[config.mk]
export PLATFORM = sky130hd
export DESIGN_NAME = three_axis_stepper_move_controller_core
export DESIGN_NICKNAME = d
export VERILOG_FILES = /design/src/hdl/tasmc_pkg.sv /design/src/hdl/tasmc_axis.sv /design/src/hdl/three_axis_stepper_move_controller_core.sv
export VERILOG_INCLUDE_DIRS = /design/src /design/src/hdl
export SDC_FILE = /design/constraint.sdc
export NUM_CORES = 1
export LEC_CHECK = 0
export BUFFER_PORTS_ARGS = -buffer_cell sky130_fd_sc_hd__buf_4
export CORE_UTILIZATION = 57
export CTS_CLUSTER_SIZE = 30
export DETAILED_ROUTE_END_ITERATION = 6
export GPL_TIMING_DRIVEN = 0
export PLACE_DENSITY_LB_ADDON = 0.2
export SLEW_MARGIN = 20
export SYNTH_ARGS = -nofsm -noshare
export SYNTH_HDL_FRONTEND = slang
export SYNTH_SLANG_ARGS = --single-unit
export TNS_END_PERCENT = 100
[constraint.sdc]
create_clock -name i_clk -period 7.71 [get_ports i_clk]
set_input_delay 0.771 -clock i_clk [delete_from_list [all_inputs] [get_ports i_clk]]
set_output_delay 0.771 -clock i_clk [all_outputs]
set_load 0.01 [all_outputs]
[src/hdl/three_axis_stepper_move_controller_core_defines.svh]
// ----------------------------------------------------------------------------
// tasmc assertion macros
// shared concurrent assertion wrappers for the stepper controller
// ----------------------------------------------------------------------------
`ifndef THREE_AXIS_STEPPER_MOVE_CONTROLLER_CORE_DEFINES_SVH
`define THREE_AXIS_STEPPER_MOVE_CONTROLLER_CORE_DEFINES_SVH

// checked on every rising edge, off while reset is low
`define TASMC_ASSERT(lbl, clk, rst_n, prop, msg) \
    lbl: assert property (@(posedge clk) disable iff (!rst_n) prop) else $error(msg);

// checked on every rising edge, reset included
`define TASMC_ASSERT_ALWAYS(lbl, clk, prop, msg) \
    lbl: assert property (@(posedge clk) prop) else $error(msg);

`endif

[src/hdl/tasmc_pkg.sv]
// ----------------------------------------------------------------------------
// tasmc_pkg
// types, constants and the full-step coil table of the stepper controller
// ----------------------------------------------------------------------------
package tasmc_pkg;

    localparam int AXES = 3;

    localparam logic CMD_TICK = 1'b0;
    localparam logic CMD_MOVE = 1'b1;

    localparam logic [15:0] PERIOD_RESET = 16'd10;

    localparam logic [3:0] SEQ_TABLE [4] = '{4'b1001, 4'b1100, 4'b0110, 4'b0011};

    // shared command for all axis units for the beat in progress
    typedef struct packed {
        logic        fire;
        logic        tick;
        logic        move;
        logic        neg;
        logic [14:0] steps_m1;
        logic [31:0] stamp;
        logic [15:0] period;
    } t_axis_cmd;

    // next state view of one axis
    typedef struct packed {
        logic [3:0] coils;
        logic       busy;
        logic       stop;
    } t_axis_res;

    function automatic logic [3:0] seq_pattern(input logic [1:0] phase);
        return SEQ_TABLE[phase];
    endfunction

endpackage

[src/hdl/tasmc_axis.sv]
// ----------------------------------------------------------------------------
// tasmc_axis
// state and step logic of one stepper axis: move load, period check, stop
// ----------------------------------------------------------------------------
`include "three_axis_stepper_move_controller_core_defines.svh"

module tasmc_axis
    import tasmc_pkg::*;
(
    input  logic      i_clk,
    input  logic      i_rst_n,
    input  t_axis_cmd i_cmd,
    input  logic      i_sel,
    input  logic      i_endstop,
    output t_axis_res o_res
);

    logic [31:0] r_last,  n_last;
    logic [14:0] r_steps, n_steps;
    logic        r_fwd,   n_fwd;
    logic [1:0]  r_phase, n_phase;
    logic [3:0]  r_coil,  n_coil;

    logic [31:0] w_elapsed;
    logic        w_due;
    logic        w_step;
    logic        w_dir;
    logic        w_stop;

    assign w_elapsed = i_cmd.stamp - r_last;
    assign w_due     = (r_steps != 15'd0) && (w_elapsed > {16'd0, i_cmd.period});

    always_comb begin
        n_last  = r_last;
        n_steps = r_steps;
        n_fwd   = r_fwd;
        n_phase = r_phase;
        n_coil  = r_coil;
        w_step  = 1'b0;
        w_dir   = r_fwd;
        w_stop  = 1'b0;
        if (i_cmd.fire) begin
            if (i_cmd.move && i_sel) begin
                n_last  = i_cmd.stamp;
                n_steps = i_cmd.steps_m1;
                n_fwd   = !i_cmd.neg;
                w_dir   = !i_cmd.neg;
                w_step  = !i_endstop;
            end else if (i_cmd.tick && w_due) begin
                n_last = i_cmd.stamp;
                if (i_endstop) begin
                    n_steps = 15'd0;
                    w_stop  = 1'b1;
                end else begin
                    n_steps = r_steps - 15'd1;
                    w_step  = 1'b1;
                end
            end
        end
        if (w_step) begin
            n_coil  = seq_pattern(r_phase);
            n_phase = w_dir ? r_phase + 2'd1 : r_phase - 2'd1;
        end
    end

    always_ff @(posedge i_clk) begin
        if (!i_rst_n) begin
            r_last  <= '0;
            r_steps <= '0;
            r_fwd   <= 1'b0;
            r_phase <= '0;
            r_coil  <= '0;
        end else begin
            r_last  <= n_last;
            r_steps <= n_steps;
            r_fwd   <= n_fwd;
            r_phase <= n_phase;
            r_coil  <= n_coil;
        end
    end

    assign o_res.coils = n_coil;
    assign o_res.busy  = (n_steps != 15'd0);
    assign o_res.stop  = w_stop;

    `TASMC_ASSERT(a_stop_clears, i_clk, i_rst_n, w_stop |=> (r_steps == 15'd0), "stop left steps")
    `TASMC_ASSERT(a_coil_legal, i_clk, i_rst_n, (r_coil == 4'b0000) || (r_coil == 4'b1001) || (r_coil == 4'b1100) || (r_coil == 4'b0110) || (r_coil == 4'b0011), "bad coil pattern")
    `TASMC_ASSERT(a_stop_on_tick, i_clk, i_rst_n, w_stop |-> (i_cmd.tick && i_endstop), "stop outside tick")

endmodule

[src/hdl/three_axis_stepper_move_controller_core.sv]
// ----------------------------------------------------------------------------
// three_axis_stepper_move_controller_core
// full-step sequencer for three bipolar stepper axes with move and tick beats
// ----------------------------------------------------------------------------
//  channel   dir  handshake                     payload
//  s_axis    in   s_axis_tvalid/s_axis_tready   tdata: axis, move_steps, endstops
//                                               tuser: command
//  m_axis    out  m_axis_tvalid/m_axis_tready   tdata: coils x/y/z, stop, busy
//  cfg       in   i_cfg_wr_en                   i_cfg_wr_data: step_period_ms
//
//  one beat per cycle while the output is not stalled; a beat is captured in
//  the input register and its result lands in the output register when it
//  advances. the axis units work combinationally between the two registers.
//  reset is synchronous, clears the clock and all axis state, sets period 10.
//  a stalled output holds its beat while one more input beat is captured.
// ----------------------------------------------------------------------------
`include "three_axis_stepper_move_controller_core_defines.svh"

module three_axis_stepper_move_controller_core
    import tasmc_pkg::*;
(
    input  logic        i_clk,
    input  logic        i_rst_n,
    input  logic        i_cfg_wr_en,
    input  logic [15:0] i_cfg_wr_data,
    input  logic        s_axis_tvalid,
    output logic        s_axis_tready,
    input  logic [23:0] s_axis_tdata,   // axis[1:0], move_steps[17:2], endstops[20:18], zero
    input  logic        s_axis_tuser,   // command[0]
    output logic        m_axis_tvalid,
    input  logic        m_axis_tready,
    output logic [23:0] m_axis_tdata    // coils_x[3:0], coils_y[7:4], coils_z[11:8],
                                        // stop_status[14:12], busy_res[17:15], zero
);

    logic        r_period;
    logic [15:0] r_step_period;
    logic [31:0] r_time_now;

    logic               r_in_valid;
    logic               r_in_cmd;
    logic [1:0]         r_in_axis;
    logic signed [15:0] r_in_steps;
    logic [2:0]         r_in_stops;

    logic        r_out_valid;
    logic [23:0] r_out_data;

    logic        w_adv;
    t_axis_cmd   w_cmd;
    t_axis_res   w_res [AXES];
    logic [3:0]  w_coils [3];
    logic [2:0]  w_stop;
    logic [2:0]  w_busy;

    assign w_adv         = r_in_valid && (!r_out_valid || m_axis_tready);
    assign s_axis_tready = !r_in_valid || w_adv;

    always_ff @(posedge i_clk) begin
        if (!i_rst_n) begin
            r_step_period <= PERIOD_RESET;
        end else if (i_cfg_wr_en) begin
            r_step_period <= i_cfg_wr_data;
        end
    end

    // marks that a config write has been seen, used only by the config write assertion
    always_ff @(posedge i_clk) begin
        if (!i_rst_n) begin
            r_period <= 1'b0;
        end else if (i_cfg_wr_en) begin
            r_period <= 1'b1;
        end
    end

    always_ff @(posedge i_clk) begin
        if (!i_rst_n) begin
            r_in_valid <= 1'b0;
        end else if (s_axis_tready) begin
            r_in_valid <= s_axis_tvalid;
        end
    end

    always_ff @(posedge i_clk) begin
        if (s_axis_tvalid && s_axis_tready) begin
            r_in_cmd   <= s_axis_tuser;
            r_in_axis  <= s_axis_tdata[1:0];
            r_in_steps <= s_axis_tdata[17:2];
            r_in_stops <= s_axis_tdata[20:18];
        end
    end

    always_ff @(posedge i_clk) begin
        if (!i_rst_n) begin
            r_time_now <= '0;
        end else if (w_adv && r_in_cmd == CMD_TICK) begin
            r_time_now <= r_time_now + 32'd1;
        end
    end

    // |steps|-1 in 15 bits: negative counts come out as the inverted value
    always_comb begin
        w_cmd.fire     = w_adv;
        w_cmd.tick     = (r_in_cmd == CMD_TICK);
        w_cmd.move     = (r_in_cmd == CMD_MOVE) && (r_in_steps != 16'sd0);
        w_cmd.neg      = r_in_steps[15];
        w_cmd.steps_m1 = r_in_steps[15] ? ~r_in_steps[14:0] : r_in_steps[14:0] - 15'd1;
        w_cmd.stamp    = (r_in_cmd == CMD_TICK) ? r_time_now + 32'd1 : r_time_now;
        w_cmd.period   = r_step_period;
    end

    for (genvar a = 0; a < AXES; a++) begin : g_axis
        logic w_hit;
        if (a < 3) begin : g_stop
            assign w_hit = r_in_stops[a];
        end else begin : g_nostop
            assign w_hit = 1'b0;
        end
        tasmc_axis u_axis (
            .i_clk     (i_clk),
            .i_rst_n   (i_rst_n),
            .i_cmd     (w_cmd),
            .i_sel     (32'(r_in_axis) == a),
            .i_endstop (w_hit),
            .o_res     (w_res[a])
        );
    end

    for (genvar k = 0; k < 3; k++) begin : g_slot
        if (k < AXES) begin : g_used
            assign w_coils[k] = w_res[k].coils;
            assign w_stop[k]  = w_res[k].stop;
            assign w_busy[k]  = w_res[k].busy;
        end else begin : g_empty
            assign w_coils[k] = 4'd0;
            assign w_stop[k]  = 1'b0;
            assign w_busy[k]  = 1'b0;
        end
    end

    always_ff @(posedge i_clk) begin
        if (!i_rst_n) begin
            r_out_valid <= 1'b0;
        end else if (w_adv) begin
            r_out_valid <= 1'b1;
        end else if (m_axis_tready) begin
            r_out_valid <= 1'b0;
        end
    end

    always_ff @(posedge i_clk) begin
        if (w_adv) begin
            r_out_data <= {6'd0, w_busy, w_stop, w_coils[2], w_coils[1], w_coils[0]};
        end
    end

    assign m_axis_tvalid = r_out_valid;
    assign m_axis_tdata  = r_out_data;

    `TASMC_ASSERT(a_out_from_adv, i_clk, i_rst_n,
        $rose(m_axis_tvalid) |-> $past(w_adv), "result without beat")
    `TASMC_ASSERT(a_tick_clock, i_clk, i_rst_n,
        (w_adv && r_in_cmd == CMD_TICK) |=> (r_time_now == $past(r_time_now) + 32'd1),
        "clock missed tick")
    `TASMC_ASSERT(a_move_no_stop, i_clk, i_rst_n,
        (w_adv && r_in_cmd == CMD_MOVE) |-> (w_stop == 3'd0), "stop on move beat")
    `TASMC_ASSERT_ALWAYS(a_cfg_mark, i_clk,
        (i_rst_n && i_cfg_wr_en) |=> r_period, "config write lost")

endmodule
==> run metrics <==
status=complete, no violations; initial drt markers=about 1600; Hold/Removal Path Class=in2reg; via/cell ratio=6.23; final setup vio count=0; cell count along the critical path=29; Core Area=roughly 33000 um2; drt pass-1 iters=7; flop and latch count out of synthesis=about 250; layout cells sized above 1=0.0845; Initial Util=0.581; utilization after layout=0.654; initial antenna violation count=0; total gr overflow=0; register area=5450 um2; largest net degree at the start of global routing=23; Final ANT Viol Nets=0; WP data arrival=just under 8 ns; Leak=a little over 9 nW; max cap viols=0; EDFF count, synth=40; Clock transition at path regs=around 0.060 ns; GP Congestion=about 1; Syn-to-layout area delta=12.5%; hold path startpoint=s_axis_tdata[3]; # rows=between 60 and 70; Die Wd=between 150 and 200 um; cell with the most instances after synthesis=nor2_1; first-pass GRT wire length=between 90000 and 100000 um; Critical path buffers and inverters=5; RSZ-0062 raised after global routing=yes; clock root cell=clkbuf_16; Synth top cells by count=325 x nor2_1, 212 x dfxtp_1, 191 x inv_1; clk_lat worst skew=roughly 0.6 ns; total track usage=0.358; Worst-Margin Slew=1.03 ns; Synth warnings=0; top cell type's share of synthesized area=0.223; Non-Filler Instances=3023; clk sinks=252; antenna cells=0; hold buffers post-CTS=0; Filler cells=roughly 2900; number of CTS-inserted buffers=28; pwr/cell area=220 nW/um2; Fin Hold WS=~0.34 ns; WL final=just over 60000 um; Pins Over Slew Limit=0; crit end category=flop; WL/cell=a little over 20 um; Syn Area/Cell=~7.7 um2; CTS tree=yes; maximum vdd drop=about 0.00023 V; Clock Path Buffers=3; reg-to-reg startpoint=r_in_cmd; critical path launch point=r_in_cmd; H-tree depth=1; Post-Syn Area=approximately 19000 um2; DR vias=around 19000; Synth cell types=83; die area=about 34000 um2; dpl cells=between 2000 and 3000; critical path's slowest cell=or4b_1; Top FF cell, synth=dfxtp_1; I/O pin cnt=72; dominant cells by area after synthesis=dfxtp_1 22%, ha_1 9.8%, nor2_1 6.4%; Yosys top cell by area=dfxtp_1; Final Cycle Share=0.967; Max-slew headroom=0.309; fmax=approximately 130 MHz; dpl hpwl=between 40000 and 50000 um; DRC Markers=0; R2R depth=29; Crit Path Max Fanout=10; Worst Setup Start Kind=flop; post-synthesis cell count=between 2000 and 2500; sequential share of the synthesized area=0.286; worst hold path depth=1; crit path time final=about 7.5 ns; CP Class=reg2reg; number of I/O port buffers=between 60 and 70; die height=about 180 um; vias in the first global route=about 18000; Multi-input gate area=between 10000 and 15000 um2; ys async rst share=0; final net count=between 2000 and 3000; Crit path largest cell delay=0.54 ns; worst path required time=8.01 ns; Final Hold Fails=0; crit-path leading delay family=simple AND/OR/NAND/NOR gates; Max Clock Skew=about 0.053 ns
==> worst register-to-register path: cells and delay by family, from the launching register on <==
| family | cells | cell delay, ns |
|---|---|---|
| flip-flops | 1 | 0.44 |
| AO/OA/AOI/OAI | 6 | 1.50 |
| XOR/XNOR | 1 | 0.13 |
| buffers and inverters | 5 | 1.08 |
| AND/OR/NAND/NOR | 13 | 2.80 |
| adder cells (fa/ha/maj) | 2 | 0.59 |
| multiplexers | 2 | 0.65 |
==> final cells by class <==
type,instances,share of cell area
inverter,192,0.0337
timing repair buffer,77,0.0287
sequential,252,0.255
clock buffer,41,0.0384
multi-input combinational,1897,0.590
buffer,112,0.0223
clock inverter,10,0.00632
tap,442,0.0259
==> where the power goes <==
group / switching (mW) / internal (mW) / leakage, nW
sequential: 0.0618 / 1.43 / 2.11
clock: 0.572 / 0.808 / 0.462
combinational: 1.11 / 0.732 / 6.49
total: 1.74 / 2.97 / 9.06
==> cells by family after synthesis <==
logic type / Yosys count / share of synthesized area
and+or+nand+nor: 878 / 0.224
AOI/OAI and AO/OA: 679 / 0.237
buffers and inverters: 312 / 0.0636
DFF: 252 / 0.286
adders and majority gates: 152 / 0.101
xor gates and xnor gates: 144 / 0.0671
muxes: 38 / 0.0204
other: 1 / 0.000197
==> stage by stage <==
| stage | power, mW | TNS (ns) | cell area [um2] | setup WS (ns) |
|---|---|---|---|---|
| finish | 4.71 | 0 | 21400 | 0.253 |
| global route | 4.96 | -0.0614 | 21400 | -0.0614 |
| CTS | 4.66 | -0.0875 | 21200 | -0.0875 |
| detailed placement | 3.26 | -152.52 | 20100 | -1.95 |
| global placement | 3.22 | -163.47 | 20000 | -2.00 |
| floorplan | 2.79 | 0 | 19000 | 0.887 |
==> what timing repair did <==
item	in CTS	in global routing
gates resized for setup	20	47
gates cloned	0	0
buffers inserted	6	8
setup endpoints to repair	174	97
pin swaps	2	6
==> sequential cells by signal (all words and copies together) (netlist names), 6 cells and up <==
| signal | count |
|---|---|
| g_axis.u_axis.r_steps | 45 |
| r_step_period | 16 |
| g_axis.u_axis.r_last | 96 |
| r_in_steps | 16 |
| r_time_now | 32 |
| g_axis.u_axis.r_phase | 6 |
| g_axis.u_axis.r_coil | 12 |
| m_axis_tdata | 18 |
==> placed cells by master (no fill, tap or decap), types with 40 or more instances in the layout <==
cell type and count:
dfxtp_1 210, inv_1 185, o21ai_0 114, xnor2_1 75, nand3_1 51, and2_1 56, nor2_1 323, nand4_1 47
a21oi_1 172, ha_1 144, a21o_1 56, buf_4 84, xor2_1 59, a211oi_1 114, clkbuf_1 95, nor3_1 49
nand2_1 170, edfxtp_1 40
==> routing by layer <==
| layer | track usage | vias to the layer above | wire [um] |
|---|---|---|---|
| li1 | - | 9018 | - |
| met1 | 0.431 | 8859 | 25300 |
| met2 | 0.611 | 756 | 28700 |
| met3 | 0.0532 | 193 | 3980 |
| met4 | 0.201 | 0 | 3640 |
| met5 | 0 | - | 0 |
==> path summary, 6_finish.rpt <==
check,end,slack [ns]
worst max register to register,m_axis_tdata[17],0.25
worst min-delay path,r_in_steps[1],0.34
worst max-delay path,m_axis_tdata[17],0.25
worst min register to register,g_axis[2].u_axis.r_last[5],0.47
(Power assumes the default switching activity.)
